[src/design/vmbd_pkg.sv]
`timescale 1ns / 1ps
// ----------------------------------------------------------------------------
// vmbd_pkg
// Shared opcodes, instruction classes and the decoded result record.
// ----------------------------------------------------------------------------
package vmbd_pkg;

    // Instruction classes, numbered densely in decode order.
    localparam logic [4:0] CLS_TURN_ON       = 5'd0;
    localparam logic [4:0] CLS_JMP           = 5'd4;
    localparam logic [4:0] CLS_WRITE_LOCAL   = 5'd12;
    localparam logic [4:0] CLS_READ_LOCAL    = 5'd13;
    localparam logic [4:0] CLS_READ_GLOBAL   = 5'd14;
    localparam logic [4:0] CLS_WRITE_GLOBAL  = 5'd15;
    localparam logic [4:0] CLS_SCRIPT_CALL   = 5'd16;
    localparam logic [4:0] CLS_SCRIPT_RESUME = 5'd17;
    localparam logic [4:0] CLS_SCRIPT_START  = 5'd18;
    localparam logic [4:0] CLS_SCRIPT_PAUSE  = 5'd19;
    localparam logic [4:0] CLS_SCRIPT_STOP   = 5'd20;
    localparam logic [4:0] CLS_PRIM          = 5'd21;

    // Opcodes as seen by the decoder (short forms and two-byte forms).
    localparam logic [7:0] OP_PIN_FIRST      = 8'h00;
    localparam logic [7:0] OP_PIN_LAST       = 8'h03;
    localparam logic [7:0] OP_READ_GLOBAL_S  = 8'h08;
    localparam logic [7:0] OP_WRITE_GLOBAL_S = 8'h09;
    localparam logic [7:0] OP_PRIM_LOW_S     = 8'h0A;
    localparam logic [7:0] OP_PRIM_HIGH_S    = 8'h0B;
    localparam logic [7:0] OP_SCRIPT_CALL_S  = 8'h0C;
    localparam logic [7:0] OP_SCRIPT_RUN_S   = 8'h0D;
    localparam logic [7:0] OP_SCRIPT_HALT_S  = 8'h0E;
    localparam logic [7:0] OP_JUMP_FIRST     = 8'hF0;
    localparam logic [7:0] OP_JUMP_LAST      = 8'hF7;
    localparam logic [7:0] OP_READ_GLOBAL_L  = 8'hF8;
    localparam logic [7:0] OP_WRITE_GLOBAL_L = 8'hF9;
    localparam logic [7:0] OP_PRIM_LOW_L     = 8'hFA;
    localparam logic [7:0] OP_PRIM_HIGH_L    = 8'hFB;
    localparam logic [7:0] OP_SCRIPT_CALL_L  = 8'hFC;
    localparam logic [7:0] OP_SCRIPT_RUN_L   = 8'hFD;
    localparam logic [7:0] OP_SCRIPT_HALT_L  = 8'hFE;
    localparam logic [7:0] OP_LOCAL_L        = 8'hFF;

    // Primitive number offsets per primitive opcode.
    localparam logic [9:0] PRIM_OFS_HIGH_S = 10'd16;
    localparam logic [9:0] PRIM_OFS_LOW_L  = 10'd32;
    localparam logic [9:0] PRIM_OFS_HIGH_L = 10'd288;

    // Unmapped primitive numbers.
    localparam logic [9:0] PRIM_GAP_FIRST = 10'h04A;
    localparam logic [9:0] PRIM_GAP_LAST  = 10'h04F;
    localparam logic [9:0] PRIM_MAX_KNOWN = 10'h059;

    // Nibble that marks the first byte of a two-byte instruction.
    localparam logic [3:0] LONG_PREFIX = 4'hF;

    typedef struct packed {
        logic [4:0] op_class;
        logic [9:0] prim_index;
        logic       prim_unknown;
        logic [6:0] stored_data;
    } vmbd_result_t;

endpackage

[src/design/vmbd_decode.sv]
`timescale 1ns / 1ps
// ----------------------------------------------------------------------------
// vmbd_decode
// Combinational decode of one opcode and its argument into a result record.
// ----------------------------------------------------------------------------
module vmbd_decode (
    input  logic [7:0]            op,
    input  logic [7:0]            arg,
    output vmbd_pkg::vmbd_result_t result
);
    import vmbd_pkg::*;

    logic       is_prim;
    logic [9:0] prim;
    logic [9:0] arg_wide;

    assign arg_wide = {2'b00, arg};

    always_comb begin
        result.op_class     = CLS_TURN_ON;
        result.stored_data  = arg[6:0];
        is_prim             = 1'b0;
        prim                = '0;
        unique case (op) inside
            [OP_PIN_FIRST:OP_PIN_LAST]: begin
                result.op_class = op[4:0];
            end
            [OP_JUMP_FIRST:OP_JUMP_LAST]: begin
                result.op_class = CLS_JMP + {2'b00, op[2:0]};
            end
            OP_LOCAL_L: begin
                result.op_class = arg[7] ? CLS_WRITE_LOCAL : CLS_READ_LOCAL;
            end
            OP_READ_GLOBAL_L, OP_READ_GLOBAL_S: begin
                result.op_class = CLS_READ_GLOBAL;
            end
            OP_WRITE_GLOBAL_L, OP_WRITE_GLOBAL_S: begin
                result.op_class = CLS_WRITE_GLOBAL;
            end
            OP_PRIM_LOW_S: begin
                is_prim = 1'b1;
                prim    = arg_wide;
            end
            OP_PRIM_HIGH_S: begin
                is_prim = 1'b1;
                prim    = arg_wide + PRIM_OFS_HIGH_S;
            end
            OP_PRIM_LOW_L: begin
                is_prim = 1'b1;
                prim    = arg_wide + PRIM_OFS_LOW_L;
            end
            OP_PRIM_HIGH_L: begin
                is_prim = 1'b1;
                prim    = arg_wide + PRIM_OFS_HIGH_L;
            end
            OP_SCRIPT_CALL_L, OP_SCRIPT_CALL_S: begin
                result.op_class = CLS_SCRIPT_CALL;
            end
            OP_SCRIPT_RUN_L: begin
                result.op_class = arg[7] ? CLS_SCRIPT_RESUME : CLS_SCRIPT_START;
            end
            OP_SCRIPT_RUN_S: begin
                // Short form: bit 3 selects, only three data bits remain.
                result.op_class    = arg[3] ? CLS_SCRIPT_RESUME : CLS_SCRIPT_START;
                result.stored_data = {4'b0000, arg[2:0]};
            end
            OP_SCRIPT_HALT_L: begin
                result.op_class = arg[7] ? CLS_SCRIPT_PAUSE : CLS_SCRIPT_STOP;
            end
            OP_SCRIPT_HALT_S: begin
                result.op_class    = arg[3] ? CLS_SCRIPT_PAUSE : CLS_SCRIPT_STOP;
                result.stored_data = {4'b0000, arg[2:0]};
            end
            default: begin
                result.op_class = CLS_TURN_ON;
            end
        endcase
        if (is_prim) begin
            result.op_class    = CLS_PRIM;
            result.stored_data = '0;
        end
        result.prim_index   = prim;
        result.prim_unknown = is_prim &&
                              (((prim >= PRIM_GAP_FIRST) && (prim <= PRIM_GAP_LAST)) ||
                               (prim > PRIM_MAX_KNOWN));
    end

endmodule

[src/design/vm_bytecode_instruction_decoder.sv]
`timescale 1ns / 1ps
// ----------------------------------------------------------------------------
// vm_bytecode_instruction_decoder
// Streaming decoder for one- and two-byte virtual machine instructions.
// ----------------------------------------------------------------------------
// One bytecode byte enters per transfer on the slave side and the block
// accepts a transfer in every cycle in which s_tready is high. Each byte
// is captured in an input register, decoded combinationally and written
// to a result register, from which it is presented on the master side
// and held there until m_tready takes it.
// A byte below 0x80 is a complete instruction (3-bit opcode, 5-bit argument);
// a byte from 0x80 to 0xEF is complete as well (4-bit opcode, 4-bit
// argument); a byte with high nibble 0xF is held and combined with the next
// byte, and produces no result of its own. A transfer with the timeout flag
// set in s_tuser drops any held byte and produces no result. The input
// register can still take a transfer while a finished result waits on m_tready;
// back pressure reaches s_tready only when both registers are full.
// ----------------------------------------------------------------------------
module vm_bytecode_instruction_decoder (
    input  logic        aclk,
    input  logic        aresetn,
    // Slave side.
    input  logic        s_tvalid,
    output logic        s_tready,
    input  logic [7:0]  s_tdata,   // [7:0] code_byte
    input  logic        s_tuser,   // [0] timed_out
    // Master side.
    output logic        m_tvalid,
    input  logic        m_tready,
    output logic [23:0] m_tdata,   // [9:0] prim_index, [16:10] stored_data,
                                   // [23:17] signed_arg (a copy of stored_data)
    output logic [5:0]  m_tuser    // [4:0] op_class, [5] prim_unknown
);
    import vmbd_pkg::*;

    // Input register stage.
    logic       in_valid_reg,   in_valid_next;
    logic [7:0] in_byte_reg;
    logic       in_timeout_reg;

    // Pending first byte of a two-byte instruction.
    logic       awaiting_reg,   awaiting_next;
    logic [7:0] held_reg,       held_next;

    // Result register stage.
    logic         out_valid_reg, out_valid_next;
    vmbd_result_t out_result_reg;

    logic         advance;
    logic         process;
    logic         first_of_pair;
    logic         produce;
    logic [7:0]   dec_op;
    logic [7:0]   dec_arg;
    vmbd_result_t dec_result;

    // The decode stage moves whenever the result register is free or drains.
    assign advance  = !out_valid_reg || m_tready;
    assign process  = in_valid_reg && advance;
    assign s_tready = !in_valid_reg || advance;

    assign first_of_pair = !awaiting_reg && (in_byte_reg[7:4] == LONG_PREFIX);
    assign produce       = !in_timeout_reg && !first_of_pair;

    // Opcode and argument: held byte plus this byte, or a split of this byte.
    always_comb begin
        if (awaiting_reg) begin
            dec_op  = held_reg;
            dec_arg = in_byte_reg;
        end else if (in_byte_reg[7]) begin
            dec_op  = {4'b0000, in_byte_reg[7:4]};
            dec_arg = {4'b0000, in_byte_reg[3:0]};
        end else begin
            dec_op  = {5'b00000, in_byte_reg[7:5]};
            dec_arg = {3'b000, in_byte_reg[4:0]};
        end
    end

    vmbd_decode u_decode (
        .op     (dec_op),
        .arg    (dec_arg),
        .result (dec_result)
    );

    always_comb begin
        in_valid_next  = in_valid_reg;
        awaiting_next  = awaiting_reg;
        held_next      = held_reg;
        out_valid_next = out_valid_reg;
        if (process) begin
            in_valid_next = 1'b0;
            if (in_timeout_reg || awaiting_reg) begin
                awaiting_next = 1'b0;
                held_next     = '0;
            end else if (first_of_pair) begin
                awaiting_next = 1'b1;
                held_next     = in_byte_reg;
            end
            out_valid_next = produce;
        end else if (m_tready) begin
            out_valid_next = 1'b0;
        end
        if (s_tvalid && s_tready) begin
            in_valid_next = 1'b1;
        end
    end

    always_ff @(posedge aclk) begin
        if (!aresetn) begin
            in_valid_reg  <= 1'b0;
            awaiting_reg  <= 1'b0;
            held_reg      <= '0;
            out_valid_reg <= 1'b0;
        end else begin
            in_valid_reg  <= in_valid_next;
            awaiting_reg  <= awaiting_next;
            held_reg      <= held_next;
            out_valid_reg <= out_valid_next;
        end
    end

    always_ff @(posedge aclk) begin
        if (s_tvalid && s_tready) begin
            in_byte_reg    <= s_tdata;
            in_timeout_reg <= s_tuser;
        end
        if (process && produce) begin
            out_result_reg <= dec_result;
        end
    end

    assign m_tvalid = out_valid_reg;
    assign m_tdata  = {out_result_reg.stored_data, out_result_reg.stored_data,
                       out_result_reg.prim_index};
    assign m_tuser  = {out_result_reg.prim_unknown, out_result_reg.op_class};

    // A timeout transfer always leaves no byte pending.
    assert property (@(posedge aclk) disable iff (!aresetn)
        (process && in_timeout_reg) |=> !awaiting_reg)
        else $error("pending byte survived a timeout");

    // Only a first byte with the long prefix can be pending.
    assert property (@(posedge aclk) disable iff (!aresetn)
        awaiting_reg |-> (held_reg[7:4] == LONG_PREFIX))
        else $error("held byte lacks the long prefix");

    // The first byte of a pair never yields a result.
    assert property (@(posedge aclk) disable iff (!aresetn)
        (process && !in_timeout_reg && first_of_pair) |=> !m_tvalid)
        else $error("first byte of a pair produced a result");

    // The unknown flag is only ever raised on primitives.
    assert property (@(posedge aclk) disable iff (!aresetn)
        (m_tvalid && m_tuser[5]) |-> (m_tuser[4:0] == CLS_PRIM))
        else $error("unknown flag on a non-primitive");

endmodule

[config.mk]
export PLATFORM = sky130hd
export DESIGN_NAME = vm_bytecode_instruction_decoder
export DESIGN_NICKNAME = d
export VERILOG_FILES = /design/src/design/vmbd_pkg.sv /design/src/design/vmbd_decode.sv /design/src/design/vm_bytecode_instruction_decoder.sv
export SDC_FILE = /design/constraint.sdc
export NUM_CORES = 1
export LEC_CHECK = 0
export ABC_AREA = 1
export BUFFER_PORTS_ARGS = -buffer_cell sky130_fd_sc_hd__buf_4
export CORE_ASPECT_RATIO = 0.75
export CORE_MARGIN = 8
export CORE_UTILIZATION = 46
export DETAILED_ROUTE_END_ITERATION = 10
export PLACE_DENSITY = 0.73
export SLEW_MARGIN = 20
export SYNTH_ARGS = -nofsm -noshare
export SYNTH_HDL_FRONTEND = slang
export SYNTH_SLANG_ARGS = --single-unit
export TNS_END_PERCENT = 1
[constraint.sdc]
create_clock -name aclk -period 2.6 [get_ports aclk]
set_clock_uncertainty 0.15 [all_clocks]
set_input_delay 0.26 -clock aclk [delete_from_list [all_inputs] [get_ports aclk]]
set_output_delay 0.26 -clock aclk [all_outputs]
set_load 0.05 [all_outputs]
## After elaboration in Yosys (flattened, before gate mapping)

Index checks and enable logic that the tools add are counted.

- Word-level logic and storage cells: 85
- Output and inout bits: 32
- Bits in registers: 43
- Input bits: 13

- Eq/ne operators: 16
- $add $sub $neg: 4
- Multiplexer cells: 20
- Reduce and logical (&&, ||, !) cells: 27
- Order comparisons: 7

Operators by type and width:

| kind | count |
|---|---|
| equality test 8 bit, second input constant | 8 |
| equality test 8 x 4 -> 1 bit, second input constant | 7 |
| one-hot mux 5 bit (10 select lines) | 1 |
| one-hot mux 10 bit (4 select lines) | 1 |
| 2-to-1 mux 8 bit | 4 |
| adder 8 x 9 -> 10 bit, second input constant | 1 |
| greater-or-equal comparator 10 x 7 -> 1 bit, second input constant | 1 |
| greater-than comparator 10 x 7 -> 1 bit, second input constant | 1 |
| <= comparator 10 x 7 -> 1 bit, second input constant | 1 |
| adder 8 x 5 -> 9 bit, second input constant | 1 |
| adder 8 x 6 -> 9 bit, second input constant | 1 |
| logical AND 1 bit | 9 |
| greater-or-equal comparator 8 x 1 -> 1 bit, second input constant | 1 |
| greater-or-equal comparator 8 bit, second input constant | 1 |
| <= comparator 8 x 2 -> 1 bit, second input constant | 1 |
| <= comparator 8 bit, second input constant | 1 |
| 2-to-1 mux 1 bit | 8 |
| 2-to-1 mux 3 bit | 2 |
| nonzero test 2 bit | 3 |
| OR reduction 2 bit | 3 |
| zero test 1 bit | 5 |
| 2-to-1 mux 5 bit | 1 |
| adder 3 x 3 -> 4 bit, first input constant | 1 |
| equality test 4 bit, second input constant | 1 |
| other kinds (6) | 10 |

## Logic depth before layout (Yosys ltp)

- Depth after elaboration: 8
- Depth in mapped cells: 12
- Gate-level depth less buffers: 11

## Cells and area by module

Synthesis repeated with hierarchy kept, for this count alone.

- Cells, all modules: 271
- Area, all modules: 2280.9 um^2

Modules (own cells, without submodules):

| module | area each (um^2) | seq. area each (um^2) | cells an instance | instances |
|---|---|---|---|---|
| vm_bytecode_instruction_decoder | 1604.0 | 1181.1 | 132 | 1 |
| vmbd_decode | 676.9 | 0.0 | 139 | 1 |

## Least setup slack after synthesis

OpenSTA, ideal clock, no wires.

- Kind: flip-flop to flip-flop
- Start: register out_valid_reg (netlist: m_tvalid)
- End: register out_result_reg, in the netlist m_tdata[0] (enable)
- Data required time: 2.016 ns
- Buffers on the path: 0
- Data arrival time: 2.400 ns
- Slack: -0.384 ns
- Library setup time: 0.434 ns
- Stages on the path, launching flop included: 4
- Period minus slack after synthesis: 2.984 ns
- Cell sequence: dfxtp_1 > nand2_1 > nand2_1 > nor3_1

- Cells in the longest elaborated chain, start to end: 4

Ends and longest elaborated chain:

| what | RTL line | RTL |
|---|---|---|
| start: declaration | vm_bytecode_instruction_decoder.sv:46 | `logic out_valid_reg, out_valid_next;` |
| start signal: assignment | vm_bytecode_instruction_decoder.sv:118 | `out_valid_reg <= out_valid_next;` |
| zero test 1 bit | vm_bytecode_instruction_decoder.sv:58 | `assign advance = !out_valid_reg \|\| m_tready;` |
| logical OR 1 bit | vm_bytecode_instruction_decoder.sv:58 |  |
| logical AND 1 bit | vm_bytecode_instruction_decoder.sv:59 | `assign process = in_valid_reg && advance;` |
| logical AND 1 bit | vm_bytecode_instruction_decoder.sv:127 | `if (process && produce) begin` |
| end signal: assignment | vm_bytecode_instruction_decoder.sv:128 | `out_result_reg <= dec_result;` |
| end: declaration | vm_bytecode_instruction_decoder.sv:47 | `vmbd_result_t out_result_reg;` |

Every way passes these cells.
A chain may end at the register's enable or synchronous reset.

==> impl_metrics.env <==
export IMPL_timing_critical_path_required_ns=2.50
export IMPL_design_final_nets=319
export IMPL_cts_repair_resized=0
export IMPL_grt_start_max_net_pins=19
export IMPL_design_power_total_w=0.00150
export IMPL_mean_syn_cell_area_um2=9.15
export IMPL_clock_tree_from_tritoncts="yes"
export IMPL_cts_hold_repair_buffers=9
export IMPL_fin_crit_ns=2.20
export IMPL_globalRoute_totalOverflow=0
export IMPL_power_ir_vdd_worst_v=0.000361
export IMPL_largest_reg_flops=17
export IMPL_setup_slack_of_the_worst_register_to_register_path_ns=0.40
export IMPL_clock_tree_htree_level_count=2
export IMPL_vias=1864
export IMPL_report_final_slew_viol_count=0
export IMPL_remaining_drc_errors=0
export IMPL_min_period_over_period_pct=84.6
export IMPL_internal_power_w=0.00109
export IMPL_wl_per_cell_um=13.8
export IMPL_leakage_nw=1.27
export IMPL_yosysTopAreaCell="sky130_fd_sc_hd__edfxtp_1"
export IMPL_psw_w=0.000411
export IMPL_crit_chain="inv_2 -> nand2_1 -> nand2_1 -> inv_1 -> ha_1 -> or2_2 -> nand4_1 -> nand3_2 -> nand2_1 -> nand2_1"
export IMPL_maxCapViolations=0
export IMPL_timing_critical_path_mode_cell="sky130_fd_sc_hd__nand2_1"
export IMPL_post_place_ws_ns=0.427
export IMPL_power_density_mw_per_mm2=527
export IMPL_tritoncts_num_buffers=5
export IMPL_worst_slew_pin_slew_ns=0.429
export IMPL_die_h_um=77.5
export IMPL_seq_area_frac_synth_pct=51.0
export IMPL_stdcell_area_mm2=0.00285
export IMPL_dp_hpwl_um=3800
export IMPL_status="complete, no violations"
export IMPL_cts_repair_timing_setup_buffer_count=0
export IMPL_post_route_worst_setup_slack_ns=0.401
export IMPL_globalplace_congestion=0.908
export IMPL_place_port_buffers=44
export IMPL_global_route_usage_total_pct=13.4
export IMPL_synth_largest_type_area_fraction_pct=41.5
export IMPL_timing_critical_path_slowest_cell_delay_ns=0.45
export IMPL_root_buffer="sky130_fd_sc_hd__clkbuf_8"
export IMPL_detailedRoute_firstIterationViolations=187
export IMPL_placement_rows=22
export IMPL_synth_warning_count=0
export IMPL_clkSinkCount=43
export IMPL_clkSlewWorstSetupHoldPaths_ns=0.08
export IMPL_layout_drive_gt1_share_pct=31.6
export IMPL_grt_pass1_vias=1724
export IMPL_boundaryPins=45
export IMPL_diodes=0
export IMPL_synth_seq_cells=43
export IMPL_report_final_setup_viol=0
export IMPL_clock_power_share_pct=32.1
export IMPL_worst_path_dominant_cell_family="simple AND/OR/NAND/NOR gates"
export IMPL_clk_latency_ns=0.30
export IMPL_critical_path_buf_inv_count=2
export IMPL_rsz0062_at_grt="false"
export IMPL_max_slew_margin_rel_pct=71.4
export IMPL_instance_count_of_the_mapped_netlist=253
export IMPL_core_area_mm2=0.00487
export IMPL_totalNegativeSetupSlack_ns=0
export IMPL_timing_critical_path_to_type="register"
export IMPL_mapped_nets=269
export IMPL_timing_worst_setup_path_type="reg2reg"
export IMPL_placedInstanceArea_mm2=0.00265
export IMPL_initial_utilization_pct=47.5
export IMPL_max_clock_path_buffers=2
export IMPL_worst_path_max_delay_cell="sky130_fd_sc_hd__dfxtp_1"
export IMPL_dieArea_mm2=0.00758
export IMPL_firstDrtPassIters=4
export IMPL_synthTopCellsByArea="sky130_fd_sc_hd__edfxtp_1 41%, sky130_fd_sc_hd__dfxtp_1 9.5%, sky130_fd_sc_hd__nand2_1 9.4%"
export IMPL_timing_fmax_mhz=455
export IMPL_finalHoldViolations=0
export IMPL_antenna_found_initial=0
export IMPL_via_per_inst=5.12
export IMPL_power_share_sequential_pct=52.3
export IMPL_drt_antenna_violating_nets=0
export IMPL_detail_route_wirelength_um=5020
export IMPL_synth_lib_cells_used_distinct=30
export IMPL_worst_ep_arrival_time_ns=2.10
export IMPL_areaGrowthSynthToFinish_pct=22.9
export IMPL_global_route_wire_length_before_repair_um=8270
export IMPL_combPwrFrac_pct=15.6
export IMPL_critPathLaunchType="register"
export IMPL_hold_class="in2reg"
export IMPL_swShare_pct=27.4
export IMPL_die_w_um=97.9
export IMPL_critical_path_max_fanout=12
export IMPL_syn_cell_area_mm2=0.00232
[worst reg2reg max path, stage by stage (launching register included)]
cell	delay (ns)
sky130_fd_sc_hd__dfxtp_1	0.45
sky130_fd_sc_hd__inv_2	0.19
sky130_fd_sc_hd__nand2_1	0.10
sky130_fd_sc_hd__nand2_1	0.15
sky130_fd_sc_hd__inv_1	0.11
sky130_fd_sc_hd__ha_1	0.22
sky130_fd_sc_hd__or2_2	0.29
sky130_fd_sc_hd__nand4_1	0.11
sky130_fd_sc_hd__nand3_2	0.09
sky130_fd_sc_hd__nand2_1	0.07
sky130_fd_sc_hd__nand2_1	0.04
[cells in the final DEF, fill, tap and decap left out]
master	netlist	layout
sky130_fd_sc_hd__nand2_1	58	58
sky130_fd_sc_hd__buf_4	7	46
sky130_fd_sc_hd__edfxtp_1	32	32
sky130_fd_sc_hd__inv_1	23	23
sky130_fd_sc_hd__nor2_1	18	18
sky130_fd_sc_hd__nand3_1	18	18
sky130_fd_sc_hd__nand4_1	13	13
sky130_fd_sc_hd__a21oi_1	12	12
sky130_fd_sc_hd__dfxtp_1	11	11
sky130_fd_sc_hd__inv_2	10	10
sky130_fd_sc_hd__dlygate4sd3_1	0	9
sky130_fd_sc_hd__nor2_2	8	8
sky130_fd_sc_hd__nand3_2	6	6
sky130_fd_sc_hd__nand2_2	5	5
sky130_fd_sc_hd__clkbuf_8	0	5
sky130_fd_sc_hd__nor2_4	4	4
sky130_fd_sc_hd__o21ai_1	4	4
sky130_fd_sc_hd__nand2_4	3	3
sky130_fd_sc_hd__ha_1	3	3
sky130_fd_sc_hd__o21ai_0	2	2
sky130_fd_sc_hd__nand3_4	2	2
sky130_fd_sc_hd__o211ai_1	2	2
sky130_fd_sc_hd__nor3_4	0	1
sky130_fd_sc_hd__or2_1	1	1
sky130_fd_sc_hd__or2_4	1	1
sky130_fd_sc_hd__nor2_8	1	1
sky130_fd_sc_hd__or2_2	1	1
sky130_fd_sc_hd__o21ai_2	1	1
sky130_fd_sc_hd__and3_1	1	1
sky130_fd_sc_hd__clkbuf_16	0	1
sky130_fd_sc_hd__clkbuf_1	1	1
sky130_fd_sc_hd__inv_4	0	1
[layer usage]
metal | up-vias | GRT usage, % | wire [um]
met5 | - | 0 | 0
met4 | 0 | 4.19 | 43
met3 | 6 | 5.08 | 444
met2 | 75 | 20.4 | 2210
met1 | 847 | 17.1 | 2310
li1 | 936 | - | -
[final timing paths]
| check | startpoint | to | cells past startpoint |
|---|---|---|---|
| worst min-delay path | s_tvalid | in_valid_reg | 3 |
| worst max-delay path | awaiting_reg | m_tuser[5] | 10 |
| worst max register to register | awaiting_reg | m_tuser[5] | 10 |
| worst min register to register | held_reg[3] | held_reg[3] | 2 |
[kinds of logic (layout without fill, tap and decap cells)]
kind of cell	after synthesis	in the layout	share of synthesized area, %
fa+ha+maj	3	3	1.62
flops	43	43	51.0
compound gates	21	21	4.92
buf+inv	45	96	9.45
simple gates	141	141	33.0
[layout make-up]
cell class / count / area [um2]
Clock buffer: 7 / 97.6
Clock inverter: 1 / 6.26
Fill cell: 434 / 2030
Inverter: 33 / 124
Multi-Input combinational cell: 165 / 927
Sequential cell: 43 / 1180
Tap cell: 60 / 75.1
Timing Repair Buffer: 55 / 435
[Yosys cell counts]
cell type                  instances
sky130_fd_sc_hd__a21oi_1          12
sky130_fd_sc_hd__and3_1            1
sky130_fd_sc_hd__buf_2             1
sky130_fd_sc_hd__buf_4             7
sky130_fd_sc_hd__buf_6             3
sky130_fd_sc_hd__clkbuf_1          1
sky130_fd_sc_hd__dfxtp_1          11
sky130_fd_sc_hd__edfxtp_1         32
sky130_fd_sc_hd__ha_1              3
sky130_fd_sc_hd__inv_1            23
sky130_fd_sc_hd__inv_2            10
sky130_fd_sc_hd__nand2_1          58
sky130_fd_sc_hd__nand2_2           5
sky130_fd_sc_hd__nand2_4           3
sky130_fd_sc_hd__nand3_1          18
sky130_fd_sc_hd__nand3_2           6
sky130_fd_sc_hd__nand3_4           2
sky130_fd_sc_hd__nand4_1          13
sky130_fd_sc_hd__nor2_1           18
sky130_fd_sc_hd__nor2_2            8
sky130_fd_sc_hd__nor2_4            4
sky130_fd_sc_hd__nor2_8            1
sky130_fd_sc_hd__nor3_1            1
sky130_fd_sc_hd__o211ai_1          2
sky130_fd_sc_hd__o21ai_0           2
sky130_fd_sc_hd__o21ai_1           4
sky130_fd_sc_hd__o21ai_2           1
sky130_fd_sc_hd__or2_1             1
sky130_fd_sc_hd__or2_2             1
sky130_fd_sc_hd__or2_4             1
[metrics by stage]
stage	hold WS [ns]	cells	utilization, %
2_1_floorplan	0.209	253	-
3_3_place_gp	0.288	347	54.4
3_5_place_dp	0.289	347	54.4
4_1_cts	0.0872	364	58.4
5_1_grt	0.0927	364	58.4
6_report	0.0903	364	58.4
[power groups by stage]
stage / registers (W) / logic [W] / clock network, W
after floorplan: 0.000828 / 0.000138 / 0
after global placement: 0.000799 / 0.000217 / 0
after detailed placement: 0.000800 / 0.000221 / 0
after CTS: 0.000784 / 0.000234 / 0.000486
after global routing: 0.000787 / 0.000253 / 0.000521
final: 0.000784 / 0.000234 / 0.000482
Power figures use the tool's default switching activity.
